[src/design/hcg_queue.sv]
// Two-entry queue between the front end and the back end.
module hcg_queue #(
  parameter int W = 107
) (
  input  logic         clk,
  input  logic         rst,
  input  logic         din_valid,
  output logic         din_ready,
  input  logic [W-1:0] din,
  output logic         dout_valid,
  input  logic         dout_ready,
  output logic [W-1:0] dout
);
  logic [W-1:0] mem [2];
  logic         wr_ptr, rd_ptr;
  logic [1:0]   count;
  logic         push, pop;

  assign din_ready  = (count != 2'd2);
  assign dout_valid = (count != 2'd0);
  assign push       = din_valid && din_ready;
  assign pop        = dout_valid && dout_ready;
  assign dout       = mem[rd_ptr];

  always_ff @(posedge clk) begin
    if (push) begin
      mem[wr_ptr] <= din;
    end
  end

  always_ff @(posedge clk) begin
    if (rst) begin
      wr_ptr <= 1'b0;
      rd_ptr <= 1'b0;
      count  <= 2'd0;
    end else begin
      if (push) begin
        wr_ptr <= !wr_ptr;
      end
      if (pop) begin
        rd_ptr <= !rd_ptr;
      end
      count <= count + 2'(push) - 2'(pop);
    end
  end
endmodule

[config.mk]
export PLATFORM = sky130hd
export DESIGN_NAME = hcg_queue
export DESIGN_NICKNAME = d
export VERILOG_FILES = /design/src/design/hcg_queue.sv
export SDC_FILE = /design/constraint.sdc
export NUM_CORES = 1
export LEC_CHECK = 0
export ABC_AREA = 1
export BUFFER_PORTS_ARGS = -buffer_cell sky130_fd_sc_hd__buf_2
export CORE_ASPECT_RATIO = 0.5
export CORE_MARGIN = 2
export CORE_UTILIZATION = 56
export DETAILED_ROUTE_END_ITERATION = 7
export PLACE_DENSITY = 0.84
export SLEW_MARGIN = 20
export SYNTH_ARGS = -nofsm -noshare
export SYNTH_HDL_FRONTEND = slang
export SYNTH_SLANG_ARGS = --single-unit
[constraint.sdc]
create_clock -name clk -period 13.3 [get_ports clk]
set_clock_uncertainty 0.05 [all_clocks]
set_input_delay 0.665 -clock clk [delete_from_list [all_inputs] [get_ports clk]]
set_output_delay 0.665 -clock clk [all_outputs]
set_load 0.01 [all_outputs]
# Word level (Yosys, flattened, before mapping)
# Memories as Yosys holds them, arrays and structs flattened. A register that Yosys moved wholly into a read port is not among the register bits.
# Index checks and enable logic that the tools add are counted.
word_totals:
  n_memories: 1
  register_bits: 4
  ram_bits: 214
  romBits: 0
  latchBits: 0
  output_inout_bits: 109
  input_bits: 111
mem_list:
  columns: ["name", "depth", "word_bits", "read_ports", "rd_clocked_by_memory_dff", "write_ports", "line", "source"]
  rows:
  - ["mem", 2, 107, 1, 1, 1, "14", "logic [W-1:0] mem [2];"]
classes:
  addsub: 2
  bitwise_logic: 0
  n_reduce_logical: 5
  muxes: 4
  n_lt_le_gt_ge: 0
  shift: 0
  div_mod_pow: 0
  n_mul: 0
  n_eq_ne: 1
ops:
  columns: ["cell", "n"]
  rows:
  - ["1-bit 2-to-1 mux", 4]
  - ["2-bit by 1-bit adder with 2-bit output", 1]
  - ["1-bit logical AND", 2]
  - ["1-bit logical NOT", 2]
  - ["2-bit inequality test, second input constant", 1]
  - ["2-bit nonzero test", 1]
  - ["2-bit by 1-bit subtractor with 2-bit output", 1]

# Longest topological paths before layout
# Gate-level depths: netlist of run 1.
logic_depth:
  word_depth: 4
  ltp_mapped: 11
  ltp_nobuf: 11

# Worst setup path before layout of run 1
# OpenSTA, ideal clock, no wires.
synth_timing:
  path_type: "input port to flip-flop"
  startpoint: "in din_valid"
  endpoint: "mem mem[1][0] (enable)"
  arrival_time_ps: 5276
  stages: 2
  required_time_ps: 12674
  path_slack_ps: 7398
  cell_sequence: "nand2_1 -> nor2_1"
synth_between:
  elab_chain_cells: 3
synth_rtl:
  columns: ["item", "line", "source"]
  rows:
  - ["start: declaration", "7", "input logic din_valid,"]
  - ["1-bit logical AND", "21", "assign push = din_valid && din_ready;"]
  - ["1-bit 2-to-1 mux", "26", "if (push) begin"]
  - ["1-bit 2-to-1 mux (not written as such)", "27", "mem[wr_ptr] <= din;"]
  - ["end: declaration", "14", null]
# Every way passes these cells.

==> flow_summary.toml, run 1 <==
[sta]
final-setup-viol-count = 0
slew_headroom_pct = 43.5
finalMaxSlewViolations = 0
fin_crit_sh_pct = 25.8
fmax_mhz = 292
rsz0062_at_grt = "no"
worstMarginPinSlew_ns = 0.848
finalSetupTns_ns = 0
fin_ws_ns = 9.87
finalHoldViolations = 0
period_minus_slack_ns = 3.43

[power_and_ir_drop]
p_clk_share_pct = 28.7
power_switching_mw = 0.492
sw_frac_of_total_pct = 26.0
power_density_mw_per_mm2 = 189
power_frac_comb_pct = 22.7
total_power_mw = 1.89
leakage_nw = 3.81
seq_power_share_pct = 48.6
peakVddDrop_mv = 0.113
internal_power_mw = 1.40

[clock_tree]
cts_tree = "done"
root_buffer = "clkbuf_16"
cts_sinks = 219
ctsHoldBuffers = 0
ctsHtreeMaxLevel = 1
numCtsBuffers = 19
cts.repair.resized = 0
cts_setup_buffers = 0
clk_latency_ns = 0.48
cts_max_path_buffers = 3
clkTransAtPathRegs_ns = 0.07

[job]
timing.max_cap.violations = 0

[logic_synthesis]
synthesis.area_mm2 = 0.00807
ys_warn_count = 0
synth_seq_area_share_pct = 80.9
ys_ff_latch = 219
syn_inst = 369
synth_nets = 481
synth_cell_types = 14
avgSynthCellArea_um2 = 21.9

[placed_design]
port_buffers = 219
gp_congestion = 0.786
pre_cts_slack_ns = 10.07
dp_hpwl_mm = 9.66

[final_layout]
layout-drive-gt1-share_pct = 58.7
area_growth_pct = 23.8
fin_nets = 714

[status]
status = "complete, no violations"

[global_route]
grt_overflow = 0
antenna_found_initial = 2
grt_first_pass_wirelength_mm = 21.1
grt_pass1_vias = 4152
grt_start_max_net_pins = 56
grt_usage_pct = 17.9

[detailed_routing]
drc = 0
antenna_left = 0
vias = 4115
viasPerCell = 5.09
drtIter0Drc = 242
wire_per_inst_um = 18.0
wl_met1_mm = 5.51
met2_length_mm = 7.84
top_layer_used = "met4"
drt_wl_total_mm = 14.6
wl_met3_um = 749
first_pass_iters = 4

[die]
die_x_um = 174
die_area_mm2 = 0.0154
rows = 30
initial_core_util_pct = 58.4
io_pins = 220
die_h_um = 88.9
core_mm2 = 0.0138

[hold_path]
hp-class = "input port to register"

[critical_path]
cp-start-kind = "register"
required_ns = 12.59
critPathArrivalTime_ns = 2.71
cp_max_fo = 55
worstSetupEndpointType = "primary output"
path_class = "register to primary output"
-- layout make-up --
class	instances	area [um^2]
repair buffers	224	1130
diodes	2	5.00
well taps	192	240
flip-flops and latches	219	6530
clock buffers	27	526
multi-input cells	130	1440
fillers	873	3820
clock inverters	7	87.6
inverters	8	30.0
-- cell families after synthesis --
family	after synthesis	synth area share, %
buffers and inverters	20	1.50
AOI/OAI and AO/OA	2	0.124
xor gates and xnor gates	1	0.109
DFF	219	80.9
muxes	107	16.3
adders and majority gates	1	0.155
and+or+nand+nor	19	0.915
-- final timing paths --
| path | from | endpoint | slack (ns) | cells past startpoint |
|---|---|---|---|---|
| worst min register to register | rd_ptr | register | 0.46 | 2 |
| worst max register to register | count[0] | mem[1][55] | 10.34 | 6 |
| worst min-delay path | din[44] | mem[0][44] | 0.31 | 1 |
| worst max-delay path | register | dout[3] | 9.87 | 3 |
-- cells in the final DEF (no fill, tap or decap), drive strengths merged --
cell and instances:
buf 224, edfxtp 214, mux2 107, clkbuf 27
inv 9, nor2 9, nand2 8, dfxtp 5
clkinv 4, diode 2, a21oi 2, bufinv 2
xnor2 1, nor3 1, nand3 1, ha 1
-- metal layers --
metal / GRT usage, % / vias up
met3: 4.21 / 35
met1: 20.2 / 2021
met2: 34.1 / 141
met4: 7.03 / 0
met5: 0 / -
li1: - / 1918
-- worst max-delay path, cell delays in order, from the launching register on --
cell and delay [ns]:
dfxtp_4 0.83, buf_4 0.75, mux2_2 0.41, buf_2 0.14
-- power by group through the flow --
stage	sequential (mW)	combinational (mW)	clock [mW]
finish	0.920	0.428	0.543
global route	0.929	0.459	0.580
CTS	0.921	0.435	0.554
detailed placement	0.936	0.433	0
global placement	0.928	0.427	0
floorplan	0.923	0.298	0
-- state kept, by name (all words and copies together), names as in the netlist, named ones only --
| name | flops |
|---|---|
| rd_ptr | 1 |
| mem | 214 |
| count | 2 |
| wr_ptr | 1 |
-- stage by stage --
step / instance area [um^2] / utilization, % / cells / hold WS (ns)
finish: 9990 / 72.3 / 809 / 0.314
global route: 9990 / 72.3 / 808 / 0.297
CTS: 9980 / 72.3 / 807 / 0.300
detailed placement: 9370 / 67.8 / 773 / 0.443
global placement: 9370 / 67.8 / 773 / 0.431
floorplan: 8070 / - / 369 / 0.417
-- synthesized netlist by cell type, drive strengths merged --
master / instances / area share, %
edfxtp: 214 / 80
mux2: 107 / 16
buf: 12 / 1.1
nor2: 9 / 0.42
inv: 8 / 0.37
nand2: 8 / 0.37
dfxtp: 5 / 1.2
a21oi: 2 / 0.12
ha: 1 / 0.16
nand3: 1 / 0.062
nor3: 1 / 0.062
xnor2: 1 / 0.11
No activity file was read; power rests on OpenSTA's default activity.
==> run 2: changes to the inputs <==
Settings changed: CORE_UTILIZATION 56 to 47, PLACE_DENSITY 0.84 to 0.76.
Clock period 13.3 ns to 3 ns, I/O delays scaled along.
==> run 2 against run 1 <==
  * Register-to-register slack lost 9.1 ns
  * Worst setup slack worse by 9.0 ns
  * Flip-flop and latch count did not move
  * Sequential power grew to 4.3 times the previous value
  * Die area increased by 18%
  * Global-route usage shrank 0.20 points
  * Non-clock buffer count up 110
  * Critical path depth stayed put
  * Hold slack got worse by 0.21 ns
  * Sequential share of layout area is 7.0 points lower
  * Via count rose by 10%
  * Clock-buffer cell count fell by 2
==> flow_summary.toml, run 2 (synthesized netlist as in run 1, its figures left out) <==
[sta]
fin_crit_sh_pct = 70.5
finalSetupTns_ns = 0
hold_slack_ns = 0.103
period_minus_slack_ns = 2.12
rsz0062_at_grt = "no"
slew_headroom_pct = 59.2
worstMarginPinSlew_ns = 0.612
final-setup-viol-count = 0
finalMaxSlewViolations = 0
fmax_mhz = 473
finalHoldViolations = 0

[global_route]
grt_usage_pct = 17.7
grt_start_max_net_pins = 87
antenna_found_initial = 0
grt_first_pass_wirelength_mm = 25.1
grt_pass1_vias = 5018
grt_overflow = 0

[critical_path]
r2r-end = "mem[1][27]"
reg2reg_depth = 5
crit_chain = "buf_4 -> mux2_2 -> buf_2"
path_class = "register to primary output"
cpPeakStageDelay_ns = 0.50
reg2reg_from = "count[0]"
r2r_slack_ns = 1.23
cp-start-kind = "register"
critPathSlowestCell = "buf_4"
cp_max_fo = 41
critPathArrivalTime_ns = 1.92
required_ns = 2.80
worstSetupEndpointType = "primary output"

[detailed_routing]
first_pass_iters = 5
wire_per_inst_um = 17.0
drc = 0
antenna_left = 0
drt_wl_total_mm = 16.2
vias = 4531
viasPerCell = 4.75
drtIter0Drc = 158

[final_layout]
fin_nets = 825
layout-drive-gt1-share_pct = 50.0
layout_commonest_cell = "buf_2"
largestRegisters = "mem (214), count (2)"
area_growth_pct = 38.7
fillers = 1130
diodes = 0
largest_register_ffs = 214
top_register = "mem"
layout_common_cells = "219 x buf_2, 214 x edfxtp_1, 109 x dlygate4sd3_1"
layout.cells.non_filler = 953
design_area_mm2 = 0.0112

[clock_tree]
cts_sinks = 219
cts.repair.resized = 0
cts_max_path_buffers = 3
root_buffer = "clkbuf_16"
clk_latency_ns = 0.48
numCtsBuffers = 20
ctsHtreeMaxLevel = 1
cts_tree = "done"
clkTransAtPathRegs_ns = 0.06

[die]
initial_core_util_pct = 48.6
core_mm2 = 0.0166
io_pins = 220
die_area_mm2 = 0.0183
rows = 33
die_h_um = 96.7
die_x_um = 189

[hold_path]
holdCritStartpoint = "dout_ready"
worstHoldPathCells = 5
hp-class = "input port to register"

[placed_design]
gp_congestion = 0.714
placed_cells = 809
port_buffers = 219
dp_hpwl_mm = 9.43
dpl_cell_area_mm2 = 0.00946

[power_and_ir_drop]
seq_power_share_pct = 46.1
peakVddDrop_mv = 0.423
p_clk_share_pct = 28.9
sw_frac_of_total_pct = 26.3
power_switching_mw = 2.27
internal_power_mw = 6.37
power_frac_comb_pct = 25.0
total_power_mw = 8.64
power_density_mw_per_mm2 = 772
leakage_nw = 4.29

[status]
status = "complete, no violations"

[job]
timing.max_cap.violations = 0
run 2: routing by layer:
metal,wire (um),track usage (%)
met1,6010,18.7
met2,9050,34.9
met3,593,3.45
met4,542,6.26
met5,0,0
run 2: how the worst max path moves through the flow:
| stage | endpoint | start | depth (start not counted) | slack [ns] |
|---|---|---|---|---|
| after global routing | dout[32] | register | 3 | 0.79 |
| final | dout[11] | register | 3 | 0.88 |
| after floorplan | mem[1][0] | count[0] | 4 | -0.96 |
| after CTS | dout[11] | register | 3 | 0.86 |
| after detailed placement | mem[1][51] | count[0] | 5 | 1.23 |
| after global placement | mem[1][54] | count[0] | 5 | 1.28 |
run 2: power groups by stage:
stage / Combinational, mW / Sequential, mW / Clock (mW)
after CTS: 2.18 / 3.99 / 2.55
after detailed placement: 2.06 / 4.05 / 0
after global placement: 2.04 / 4.02 / 0
after global routing: 2.32 / 4.02 / 2.68
final: 2.16 / 3.99 / 2.50
after floorplan: 1.32 / 4.05 / 0
run 2: worst max-delay path: cells and delay by family (launching register included):
family                 cells  cell delay, ns
buffers and inverters      2            0.64
multiplexers               1            0.42
flip-flops                 1            0.36
run 2: per-stage QoR:
stage | worst slack (ns) | util, %
2_1_floorplan | -0.963 | -
3_3_place_gp | 1.28 | 57.0
3_5_place_dp | 1.23 | 57.0
4_1_cts | 0.865 | 67.4
5_1_grt | 0.793 | 67.4
6_report | 0.884 | 67.4
run 2: layout make-up:
cell class	instances	area, um^2	area share [%]
sequential	219	6530	58.4
timing repair buffer	334	2270	20.3
multi-input combinational	130	1440	12.8
clock buffer	25	541	4.83
tap	227	284	2.54
clock inverter	10	98.8	0.883
inverter	8	30.0	0.268
run 2: repair_timing:
action,CTS,global route
endpoints found under the setup margin,0,0
hold buffers,109,0
hold endpoints to repair,219,0
buffers inserted,0,0
==> run 3: changes to the inputs <==
Clock period 3 ns to 1.8 ns, I/O delays scaled along.
==> run 3 against run 2 <==
  * The run now ends with setup timing left
  * First-iteration DRC count up 68%
  * Hold slack better by 0.022 ns
  * Core utilization up 8.2 points
  * Via count up 8.5%
  * Final area up 12%
  * Sequential share of layout area down 6.3 points
  * Global-route usage up 1.5 points
  * Critical path type unchanged
==> flow_summary.toml, run 3 (synthesized netlist as in run 1, its figures left out) <==
[critical_path]
required_ns = 1.66
worstSetupEndpointType = "primary output"
crit_buf_inv = 3
cp_top_family = "buffers and inverters"
cp-start-kind = "register"
r2r_slack_ns = 0.21
critPathSlowestCell = "dfxtp_4"
r2r-end = "count[1]"
crit_chain = "buf_8 -> clkbuf_16 -> mux2_4 -> buf_6"
critPathArrivalTime_ns = 1.69
reg2reg_depth = 10
cpPeakStageDelay_ns = 0.40
reg2reg_from = "count[1]"
cp_max_fo = 8
path_class = "register to primary output"

[hold_path]
worstHoldPathCells = 7
holdCritStartpoint = "dout_ready"
hp-class = "input port to register"

[sta]
fmax_mhz = 547
slew_headroom_pct = 74.3
finalSetupTns_ns = -0.270
fin_ws_ns = -0.0294
final-setup-viol-count = 24
finalHoldViolations = 0
period_minus_slack_ns = 1.83
finalMaxSlewViolations = 0
rsz0062_at_grt = "yes"
worstMarginPinSlew_ns = 0.385
fin_crit_sh_pct = 102

[global_route]
grt_pass1_vias = 5020
grt_usage_pct = 19.2
grt_start_max_net_pins = 61
grt_first_pass_wirelength_mm = 26.7
grt_overflow = 0
antenna_found_initial = 0

[status]
status = "complete, but fails checks"
violations = "setup timing"

[clock_tree]
cts_tree = "done"
cts_max_path_buffers = 3
numCtsBuffers = 20
ctsHtreeMaxLevel = 1
root_buffer = "clkbuf_16"
cts_sinks = 219
clkTransAtPathRegs_ns = 0.06
clk_latency_ns = 0.49

[power_and_ir_drop]
peakVddDrop_mv = 0.789
leakage_nw = 4.97
power_density_mw_per_mm2 = 1320

[die]
rows = 33
die_area_mm2 = 0.0183
die_h_um = 96.7
core_mm2 = 0.0166
initial_core_util_pct = 48.6
die_x_um = 189
io_pins = 220

[final_layout]
multiInputGateArea_mm2 = 0.00174
fillers = 881
layout.cells.non_filler = 973
top_register = "mem"
layout-drive-gt1-share_pct = 51.9
largest_register_ffs = 214
fin_nets = 844
design_area_mm2 = 0.0125
seq_area_mm2 = 0.00653
layout_common_cells = "214 x edfxtp_1, 117 x buf_2, 109 x dlygate4sd3_1"
layout_commonest_cell = "edfxtp_1"
area_growth_pct = 55.5
largestRegisters = "mem (214), count (2)"
diodes = 0

[placed_design]
dp_hpwl_mm = 9.79
gp_congestion = 0.733
placed_cells = 810
port_buffers = 219
dpl_cell_area_mm2 = 0.00952

[detailed_routing]
drtIter0Drc = 266
antenna_left = 0
first_pass_iters = 4
vias = 4915
drt_wl_total_mm = 21.8
wire_per_inst_um = 22.4
viasPerCell = 5.05
drc = 0

[job]
timing.max_cap.violations = 0
## run 3: report_power, final
part | internal [mW] | switching (mW) | total (mW)
registers | 6.47 | 0.256 | 6.73
logic | 3.40 | 2.51 | 5.91
clock network | 2.14 | 1.84 | 3.98
## run 3: area by class of cell
cell class	count	share of cell area [%]
Sequential cell	219	52.0
Timing Repair Buffer	353	26.8
Multi-Input combinational cell	130	13.9
Clock buffer	25	4.31
Tap cell	227	2.26
Clock inverter	11	0.429
Inverter	8	0.239
## run 3: worst reg2reg max path, cell delays in order (launching register included)
cell and delay (ns):
dfxtp_1 0.43, nor2_1 0.09, nor2_1 0.17, xnor2_1 0.16
ha_1 0.19, inv_1 0.05, nand2_1 0.05, nand2_1 0.07
nand3_1 0.09, nand2_1 0.07, nor2_1 0.11
## run 3: timing repair
item | 4_1_cts | 5_1_grt
endpoints found under the setup margin | 97 | 107
cloned | 3 | 11
gates resized for setup | 35 | 179
setup buffers | 3 | 1
endpoints found under the hold margin | 219 | 0
hold buffers | 109 | 0
## run 3: metal layers
layer / vias up / wire [um] / track usage (%)
met1: 2506 / 8390 / 20.4
met3: 45 / 1140 / 3.81
li1: 2176 / - / -
met4: 0 / 552 / 7.22
met5: - / 0 / 0
met2: 188 / 11700 / 37.4
## run 3: worst max-delay path by stage
stage / startpoint / end / slack (ns) / cells past startpoint
global placement: count[0] / mem[1][95] / 0.37 / 5
CTS: register / dout[56] / -0.09 / 4
finish: register / dout[40] / -0.03 / 4
detailed placement: count[1] / count[1] / 0.27 / 10
floorplan: count[0] / mem[1][0] / -0.81 / 4
global route: register / dout[40] / -0.07 / 4
## run 3: stage by stage
| step | setup slack (ns) | power [mW] | hold slack (ns) | utilization [%] |
|---|---|---|---|---|
| 5_1_grt | -0.0677 | 17.2 | 0.158 | 75.6 |
| 3_5_place_dp | 0.267 | 10.3 | 0.229 | 57.4 |
| 3_3_place_gp | 0.374 | 10.2 | 0.224 | 57.4 |
| 4_1_cts | -0.0892 | 14.9 | 0.101 | 69.3 |
| 2_1_floorplan | -0.806 | 8.96 | 0.104 | - |
| 6_report | -0.0294 | 16.6 | 0.126 | 75.6 |
