==> config.mk <==
export PLATFORM = sky130hd
export DESIGN_NAME = hcg_front
export DESIGN_NICKNAME = d
export VERILOG_FILES = /design/src/design/hcg_pkg.sv /design/src/design/hcg_front.sv
export SDC_FILE = /design/constraint.sdc
export NUM_CORES = 1
export LEC_CHECK = 0
export ABC_AREA = 1
export BUFFER_PORTS_ARGS = -buffer_cell sky130_fd_sc_hd__buf_2
export CAP_MARGIN = 40
export CORE_MARGIN = 5
export CORE_UTILIZATION = 35
export CTS_CLUSTER_DIAMETER = 60
export DETAILED_ROUTE_END_ITERATION = 16
export GPL_TIMING_DRIVEN = 0
export SLEW_MARGIN = 15
export SYNTH_ARGS = -nofsm -noshare
export SYNTH_HDL_FRONTEND = slang
export SYNTH_SLANG_ARGS = --single-unit
==> constraint.sdc <==
create_clock -name clk -period 8.73 [get_ports clk]
set_input_delay 2.619 -clock clk [delete_from_list [all_inputs] [get_ports clk]]
set_output_delay 2.619 -clock clk [all_outputs]
set_load 0.02 [all_outputs]
==> src/design/hcg_pkg.sv <==
// Shared constants and types for the hex cell geometry block.
package hcg_pkg;
  localparam logic [31:0] HALF_SQRT3_Q32 = 32'd3719550787;
  localparam logic [31:0] SHORT_OFF_Q32  = 32'd1239850264;
  localparam logic [31:0] LONG_OFF_Q32   = 32'd2479700524;
  localparam int          AXIAL_W   = 7;
  localparam int          QUERY_W   = 24;
  localparam int          CENTER_W  = 24;
  localparam int          RING_W    = 7;
  localparam int          DIST_W    = 23;
  localparam int          QDIST_W   = 32;
  localparam int          SCALE_W   = 24;
  localparam logic [SCALE_W-1:0] SCALE_RESET = 24'd65536;
  localparam logic [RING_W-1:0]  RING_MAX    = 7'd127;
  localparam longint CENTER_MAX = 64'sd8388607;
  localparam longint CENTER_MIN = -64'sd8388608;
  localparam int SIDE_W = 2 * CENTER_W + RING_W;

  typedef enum logic [1:0] {
    PICK_START,
    PICK_END,
    PICK_PROJ
  } edge_pick_t;
endpackage

==> src/design/hcg_front.sv <==
// Front end: index clamp, ring number and cell centre.
module hcg_front import hcg_pkg::*; #(
  parameter int INDEX_LIMIT   = 63,
  parameter int FRACTION_BITS = 16,
  parameter int CW            = 26
) (
  input  logic                       clk,
  input  logic                       rst,
  input  logic                       in_valid,
  output logic                       in_ready,
  input  logic signed [AXIAL_W-1:0]  axial_u,
  input  logic signed [AXIAL_W-1:0]  axial_v,
  input  logic signed [QUERY_W-1:0]  query_x,
  input  logic signed [QUERY_W-1:0]  query_y,
  output logic                       q_valid,
  input  logic                       q_ready,
  output logic signed [CW-1:0]       cx,
  output logic signed [CW-1:0]       cy,
  output logic [RING_W-1:0]          ring,
  output logic signed [QUERY_W-1:0]  qx,
  output logic signed [QUERY_W-1:0]  qy
);
  localparam logic signed [7:0] LIM = 8'(INDEX_LIMIT > 64 ? 64 : INDEX_LIMIT);
  localparam int SH = 32 - FRACTION_BITS;

  logic signed [7:0] u_e, v_e, u_c, v_c;
  logic signed [8:0] s_w, d_w;
  logic [6:0]        au, av, amax;
  logic [7:0]        abs_s, ring8;
  logic              same;

  logic                      f1_valid;
  logic signed [8:0]         s1, d1;
  logic [RING_W-1:0]         ring1;
  logic signed [QUERY_W-1:0] qx1, qy1;

  logic              en1, en2;
  logic [7:0]        as2;
  logic [39:0]       prod, rnd;
  logic signed [CW-1:0] mag;

  assign en2      = !q_valid || q_ready;
  assign en1      = !f1_valid || en2;
  assign in_ready = en1;

  always_comb begin
    u_e   = 8'(axial_u);
    v_e   = 8'(axial_v);
    u_c   = (u_e > LIM) ? LIM : ((u_e < -LIM) ? -LIM : u_e);
    v_c   = (v_e > LIM) ? LIM : ((v_e < -LIM) ? -LIM : v_e);
    s_w   = 9'(u_c) + 9'(v_c);
    d_w   = 9'(u_c) - 9'(v_c);
    au    = u_c[7] ? 7'(-u_c) : 7'(u_c);
    av    = v_c[7] ? 7'(-v_c) : 7'(v_c);
    amax  = (au > av) ? au : av;
    abs_s = s_w[8] ? 8'(-s_w) : 8'(s_w);
    same  = ((u_c > 0) && (v_c > 0)) || ((u_c < 0) && (v_c < 0));
    ring8 = same ? abs_s : {1'b0, amax};
  end

  always_ff @(posedge clk) begin
    if (rst) begin
      f1_valid <= 1'b0;
    end else if (en1) begin
      f1_valid <= in_valid;
    end
  end

  always_ff @(posedge clk) begin
    if (en1) begin
      s1    <= s_w;
      d1    <= d_w;
      ring1 <= (ring8 > 8'(RING_MAX)) ? RING_MAX : ring8[RING_W-1:0];
      qx1   <= query_x;
      qy1   <= query_y;
    end
  end

  always_comb begin
    as2  = s1[8] ? 8'(-s1) : 8'(s1);
    prod = 40'(as2) * 40'(HALF_SQRT3_Q32);
    rnd  = (prod + (40'd1 << (SH - 1))) >> SH;
    mag  = CW'(rnd);
  end

  always_ff @(posedge clk) begin
    if (rst) begin
      q_valid <= 1'b0;
    end else if (en2) begin
      q_valid <= f1_valid;
    end
  end

  always_ff @(posedge clk) begin
    if (en2) begin
      cx   <= s1[8] ? -mag : mag;
      cy   <= CW'(d1) <<< (FRACTION_BITS - 1);
      ring <= ring1;
      qx   <= qx1;
      qy   <= qy1;
    end
  end
endmodule

# [After elaboration in Yosys (flattened, before gate mapping)]
# Cells that the tools add are included.
[totals] regBits=165 out_inout_bits=109
[op_classes] n_reduce_logical=7 order_cmp=10 addsub=8 n_mux=11 multipliers=1
[ops] operator="8-bit two-way mux" count=7
[ops] operator="40-bit by 16-bit adder with 40-bit output, second input constant" count=1
[ops] operator="8-bit by 32-bit multiplier with 40-bit output, second input constant" count=1
[ops] operator="24-bit negator with 26-bit output" count=1
[ops] operator="24-bit two-way mux" count=1
[ops] operator="7-bit two-way mux" count=3
[ops] operator="8-bit by 1-bit > comparator with 1-bit output, second input constant" count=2
[ops] operator="8-bit by 1-bit < comparator with 1-bit output, second input constant" count=2
[ops] operator="8-bit negator" count=2
[ops] operator="7-bit > comparator, second input constant" count=2
[ops] operator="7-bit < comparator, second input constant" count=2
[ops] operator="7-bit negator" count=2
[ops] operator="8-bit by 8-bit adder with 9-bit output" count=1
[ops] operator="8-bit by 8-bit subtractor with 9-bit output" count=1
[ops] operator="8-bit by 7-bit > comparator with 1-bit output, second input constant" count=1
[ops] operator="7-bit > comparator" count=1
[ops] operator="1-bit logical OR" count=3
[ops] operator="1-bit logical AND" count=2
[ops] operator="1-bit logical NOT" count=2

# [Depth between registers and ports, before layout]
# Gate-level depths: netlist of run 1.
[logic_depth] ltp_word=9 ltp_mapped=37

# [Worst setup path before layout of run 1]
# Ideal clock, no wire load.
[synth_path] path_type="input-to-output" from="input port q_ready" to="output port in_ready" cell_stages=2 slack_ps=1656 path_buffers=0 arrival_ps=4455 t_required_ps=6111 path_cell_list="inv_1 nand3_1"
[synth_via] elab_chain_cells=2
[synth_lines] item="start, declared" line_no="hcg_front.sv:16" rtl="input logic q_ready,"
[synth_lines] item="1-bit logical OR" line_no="hcg_front.sv:42" rtl="assign en2 = !q_valid || q_ready;"
[synth_lines] item="1-bit logical OR" line_no="hcg_front.sv:43" rtl="assign en1 = !f1_valid || en2;"
[synth_lines] item="end, declared" line_no="hcg_front.sv:10" rtl="output logic in_ready,"
# No other way between the ends.

# [Worst setup path after layout of run 1]
[layout_path] from="register s1[8]" to="register cx[22], data pin"
[layout_via] elab_chain_cells=5
[layout_lines] item="start, declared" line_no="hcg_front.sv:33" rtl="logic signed [8:0] s1, d1;"
[layout_lines] item="start signal, assigned" line_no="hcg_front.sv:71" rtl="s1 <= s_w;"
[layout_lines] item="8-bit two-way mux" line_no="hcg_front.sv:80" rtl="as2 = s1[8] ? 8'(-s1) : 8'(s1);"
[layout_lines] item="8-bit by 32-bit multiplier with 40-bit output" line_no="hcg_front.sv:81" rtl="prod = 40'(as2) * 40'(HALF_SQRT3_Q32);"
[layout_lines] item="40-bit by 16-bit adder with 40-bit output" line_no="hcg_front.sv:82" rtl="rnd = (prod + (40'd1 << (SH - 1))) >> SH;"
[layout_lines] item="24-bit negator with 26-bit output" line_no="hcg_front.sv:96" rtl="cx <= s1[8] ? -mag : mag;"
[layout_lines] item="24-bit two-way mux (*)" line_no="hcg_front.sv:96"
[layout_lines] item="end signal, assigned" line_no="hcg_front.sv:96"
[layout_lines] item="end, declared" line_no="hcg_front.sv:17" rtl="output logic signed [CW-1:0] cx,"
# Mark *: on every way between the ends. The rest lies on a longest branch, timed or not.
# A chain may end at the register's enable or synchronous reset.

==> impl_metrics.py, run 1 <==
metrics = {
    "outcome": {
        "outcome": "completed",
    },
    "final_layout": {
        "final_nets": 1831,
        "post_layout_nonfiller_instances": 2050,
        "drive_gt1_share_pct": 16.94,
        "syn_to_final_growth_pct": 16.68,
        "final_util_pct": 41.28,
        "design_area_um2": 14650,
    },
    "global_route": {
        "grt_max_degree": 53,
        "grt_pass1_vias": 9428,
        "grt_overflow_total": 0,
        "grt_use_total_pct": 16.03,
        "antenna_found_initial": 1,
        "grt_pass1_wl_um": 49650,
    },
    "logic_synthesis": {
        "ys_seq_area_share_pct": 39.07,
        "syn_area_um2": 12550,
        "synthArstFlopShare_pct": 0,
        "synth_seq_cells": 164,
        "yosysWarnings": 0,
        "ys.flop_type": "edfxtp_1",
        "synth_cells": 1379,
        "synth.avg_cell_area_um2": 9.103,
        "synth_cell_types": 50,
        "synth_edf_count": 162,
    },
    "worst_setup_path": {
        "critPathBufInv": 7,
        "critPathKind": "reg -> reg",
        "cp_slowest_cell": "clkbuf_1",
        "cp-end-kind": "register",
        "cp_slowest_stage_delay_ns": 0.68,
        "critPathArrivalTime_ns": 7.55,
        "cp_data_required_time_ns": 8.92,
        "start_kind": "register",
        "path_max_fanout": 10,
        "crit_family": "adder cells",
    },
    "sta": {
        "fin_skew_ns": 0.009527,
        "final_max_slew_viol_count": 0,
        "fmax_ghz": 0.1358,
        "hold_viol_final": 0,
        "finalCritPeriodShare_pct": 84.35,
        "setup_tns_ns": 0,
        "slew_headroom_pct": 41.63,
        "rsz0062_at_grt": "no",
        "period_minus_slack_ns": 7.363,
        "final-setup-viol-count": 0,
        "tightest_slew_ns": 0.8726,
    },
    "placement": {
        "dp_hpwl_um": 27390,
        "place_area_um2": 14050,
        "gp_congestion": 0.9576,
        "dp.cells": 2016,
        "port_buffers": 159,
    },
    "routing": {
        "route.met2.wl_um": 16550,
        "wl_met3_um": 1418,
        "vias": 9422,
        "vias_per_cell": 4.596,
        "met1_length_um": 13600,
        "wl_um": 32390,
        "drc": 0,
        "antenna_left": 0,
        "top_layer": "met4",
        "wire_per_inst_um": 15.80,
        "dr.pass1.iters": 5,
        "drt_iter0_markers": 492,
    },
    "floorplanning": {
        "core.rowCount": 69,
        "die-area_um2": 39750,
        "core_area_um2": 35480,
        "initial_core_util_pct": 35.38,
        "die-height_um": 199.4,
        "ios": 175,
        "die_w_um": 199.4,
    },
    "clock_tree": {
        "cts-resized-gates": 0,
        "cts_setup_buffers": 0,
        "clock-sinks": 164,
        "clk_pin_slew_ns": 0.07,
        "cts_inserted_buffers": 17,
        "insertion_delay_ns": 0.43,
        "cts_htree_levels": 4,
        "root_buffer": "clkbuf_16",
        "cts_max_path_buffers": 2,
        "cts_tree": "built",
        "holdBufCountCts": 0,
    },
    "worst_hold_path": {
        "hp-class": "reg -> reg",
    },
    "job": {
        "drv_cap": 0,
    },
}
==> final timing paths <==
check,slack (ns),end,cells after the start,start
setup / recovery,1.37,cx[22]$_DFFE_PP_,28,s1[8]$_DFFE_PP_
hold / removal,0.42,qy[4]$_DFFE_PP_,0,qy1[4]$_DFFE_PP_
setup reg to reg,1.37,cx[22]$_DFFE_PP_,28,s1[8]$_DFFE_PP_
hold reg to reg,0.42,qy[4]$_DFFE_PP_,0,qy1[4]$_DFFE_PP_
==> through the flow <==
stage               setup WS, ns  hold slack [ns]
floorplan                  1.656           0.4003
global placement        -0.09998           0.4002
detailed placement         1.358           0.4045
CTS                        1.363           0.4185
global route              0.7838           0.4265
finish                     1.367           0.4189
==> cell usage after synthesis (4+ instances only) <==
cell,count,area (µm²)
a21oi_1,58,290.3
and3_1,4,25.02
buf_4,18,135.1
clkbuf_1,4,15.01
edfxtp_1,162,4865
fa_1,75,1501
ha_1,115,1439
inv_1,295,1107
nand2_1,314,1179
nand2_2,19,118.9
nand3_1,48,240.2
nand3b_1,9,67.56
nand4_1,12,75.07
nor2_1,94,352.8
nor2_2,11,68.82
nor3_1,7,35.03
o211ai_1,4,30.03
o21ai_0,38,190.2
o21bai_1,4,30.03
o31ai_1,5,37.54
xnor2_1,11,96.34
xor2_1,31,271.5
==> state kept, by name (all words and copies together), names as in the netlist <==
signal    cells
ring          7
q_valid       1
d1            8
cy            9
cx           26
s1            9
qy1          24
qx1          24
qy           24
f1_valid      1
ring1         7
qx           24
==> area by class of cell <==
class,instances,area [µm²]
Multi-Input combinational cell,908,6446
Sequential cell,164,4905
Buffer,23,155.1
Fill cell,3515,20840
Inverter,298,1120
Tap cell,461,576.8
Clock buffer,17,425.4
Timing Repair Buffer,163,858.3
Clock inverter,15,158.9
Antenna cell,1,2.502
==> kinds of logic (layout without fill, tap and decap cells) <==
| group | Yosys count | after routing | synth area share [%] |
|---|---|---|---|
| xor gates and xnor gates | 42 | 42 | 2.930 |
| DFF | 164 | 164 | 39.07 |
| and+or+nand+nor | 534 | 534 | 18.43 |
| buffers and inverters | 321 | 516 | 10.16 |
| adders and majority gates | 190 | 190 | 23.42 |
| AOI/OAI and AO/OA | 127 | 127 | 5.961 |
| other | 1 | 16 | 0.02987 |
==> placed cells by master, fill, tap and decap left out, drive strengths merged, types with 3 or more instances in the layout <==
cell | netlist | final
o21ai | 41 | 41
nor3 | 7 | 7
buf | 19 | 182
conb | 1 | 15
a21o | 3 | 3
nor2 | 108 | 108
a21oi | 60 | 60
o31ai | 5 | 5
ha | 115 | 115
o21a | 3 | 3
nand3 | 52 | 52
and3 | 4 | 4
fa | 75 | 75
o21bai | 6 | 6
inv | 297 | 304
or2 | 4 | 4
nand4 | 13 | 13
clkbuf | 4 | 21
xor2 | 31 | 31
xnor2 | 11 | 11
o211ai | 4 | 4
nand2 | 334 | 334
edfxtp | 162 | 162
clkinv | 1 | 8
nand3b | 9 | 9
==> routing by layer <==
layer | GRT usage [%] | vias up
li1 | - | 4743
met1 | 19.96 | 4435
met2 | 28.60 | 197
met3 | 2.411 | 47
met4 | 5.258 | 0
met5 | 0 | -
Power of run 1 is left out: the tool's default activity adds up to more than one toggle a clock period on the data nets, which glitch-free logic cannot reach.
==> run 2: changes to the inputs <==
clock period = 7.67 ns   (was 8.73 ns; I/O delays follow)
==> run 2 against run 1 <==
Net effect:
- critical path depth up 1
- worst hold slack about the same
- via count about the same
- highest routed layer unchanged
- setup slack worse by 0.86 ns
- cell area up 0.21%
- die area unchanged
- critical path type unchanged
- cell count about the same
- count of clock-buffer cells in the layout unchanged
- clock skew about the same
- utilization up 0.088 points
- register-to-register slack worse by 0.86 ns
==> impl_metrics.py, run 2 (same netlist as run 1, synthesis figures left out) <==
metrics = {
    "final_layout": {
        "regMostFlops": "cx",
        "nFillCells": 3507,
        "final_common_cell": "nand2_1",
        "drive_gt1_share_pct": 17.23,
        "largest_reg_flops": 26,
        "syn_to_final_growth_pct": 16.93,
        "layout_common_cells": "nand2_1 (313), inv_1 (295), edfxtp_1 (162)",
        "final_nets": 1833,
    },
    "sta": {
        "fin_skew_ns": 0.009102,
        "finalCritPeriodShare_pct": 93.34,
        "period_minus_slack_ns": 7.159,
        "rsz0062_at_grt": "no",
        "hold_viol_final": 0,
        "final_max_slew_viol_count": 0,
        "layout_setup_ws_ns": 0.5108,
        "slew_headroom_pct": 49.56,
        "final-setup-viol-count": 0,
        "fmax_ghz": 0.1397,
        "tightest_slew_ns": 0.7566,
    },
    "global_route": {
        "grt_max_degree": 53,
        "grt_pass1_wl_um": 49650,
        "grt_overflow_total": 0,
        "antenna_found_initial": 1,
        "grt_pass1_vias": 9428,
        "grt_use_total_pct": 16.03,
    },
    "placement": {
        "gp_congestion": 0.9576,
        "port_buffers": 159,
        "post-place-ws_ns": 0.2983,
        "dp_hpwl_um": 27390,
    },
    "worst_setup_path": {
        "rr_startpoint": "s1[8]$_DFFE_PP_",
        "critPathArrivalTime_ns": 7.34,
        "cpMostUsedCell": "nand2_1",
        "cp-end-kind": "register",
        "cp_slowest_stage_delay_ns": 0.64,
        "crit_start": "s1[8]$_DFFE_PP_",
        "cp_slowest_cell": "clkbuf_1",
        "critPathKind": "reg -> reg",
        "cp_data_required_time_ns": 7.85,
        "path_max_fanout": 10,
        "start_kind": "register",
    },
    "clock_tree": {
        "root_buffer": "clkbuf_16",
        "cts_max_path_buffers": 2,
        "clock-sinks": 164,
        "cts_htree_levels": 4,
        "cts_tree": "built",
        "insertion_delay_ns": 0.42,
        "holdBufCountCts": 0,
        "clk_pin_slew_ns": 0.07,
        "cts_inserted_buffers": 17,
    },
    "outcome": {
        "outcome": "completed",
    },
    "routing": {
        "dr.pass1.iters": 5,
        "vias_per_cell": 4.590,
        "wl_um": 32420,
        "drc": 0,
        "drt_iter0_markers": 503,
        "vias": 9419,
        "wire_per_inst_um": 15.80,
        "antenna_left": 0,
    },
    "floorplanning": {
        "die_w_um": 199.4,
        "die-height_um": 199.4,
        "core.rowCount": 69,
        "die-area_um2": 39750,
        "core_area_um2": 35480,
        "initial_core_util_pct": 35.38,
        "ios": 175,
    },
    "worst_hold_path": {
        "hp-class": "reg -> reg",
        "worstHoldStart": "qy1[22]$_DFFE_PP_",
    },
    "job": {
        "drv_cap": 0,
    },
}
==> run 2: cell type report <==
type	count	area (µm²)	area share, %
multi-input cells	908	6461	44.02
flip-flops and latches	164	4905	33.41
inverters	298	1120	7.629
repair buffers	165	873.3	5.950
well taps	461	576.8	3.929
clock buffers	17	425.4	2.898
clock inverters	15	158.9	1.083
plain buffers	23	156.4	1.065
diodes	1	2.502	0.01705
==> run 2: final timing paths <==
path / slack [ns] / end / cells past startpoint
setup / recovery: 0.51 / cx[22]$_DFFE_PP_ / 29
hold / removal: 0.42 / qy[22]$_DFFE_PP_ / 0
setup reg to reg: 0.51 / cx[22]$_DFFE_PP_ / 29
hold reg to reg: 0.42 / qy[22]$_DFFE_PP_ / 0
==> run 2: metrics by stage <==
step / cells / utilization [%] / instance area, µm² / TNS, ns / hold slack [ns]
3_3_place_gp: 2013 / 39.39 / 13980 / -0.5240 / 0.4002
6_report: 2052 / 41.37 / 14680 / 0 / 0.4189
5_1_grt: 2052 / 41.37 / 14680 / 0 / 0.4265
2_1_floorplan: 1393 / - / 12610 / 0 / 0.4003
3_5_place_dp: 2016 / 39.61 / 14050 / 0 / 0.4045
4_1_cts: 2048 / 41.25 / 14640 / 0 / 0.4185
==> run 2: what timing repair did <==
action	in CTS	in global routing
setup endpoints to repair	0	15
buffers inserted	0	2
endpoints found under the hold margin	0	0
resized for setup	0	4
==> run 2: routing by layer <==
metal  up-vias  global-route usage (%)  part of all wire, %
met5         -                       0                    0
met4         0                   5.258                  2.6
met3        46                   2.411                  4.2
met2       192                   28.60                   51
met1      4433                   19.96                   42
li1       4748                       -                    -
==> run 2: worst max-delay path, delay by kind of cell (launching register included) <==
family,cells,cell delay [ns]
buffers and inverters,7,1.67
XOR/XNOR,2,0.76
adder cells (fa/ha/maj),6,2.48
AO/OA/AOI/OAI,2,0.35
flip-flops,1,0.32
AND/OR/NAND/NOR,12,1.33
Power of run 2 is left out for the same reason.
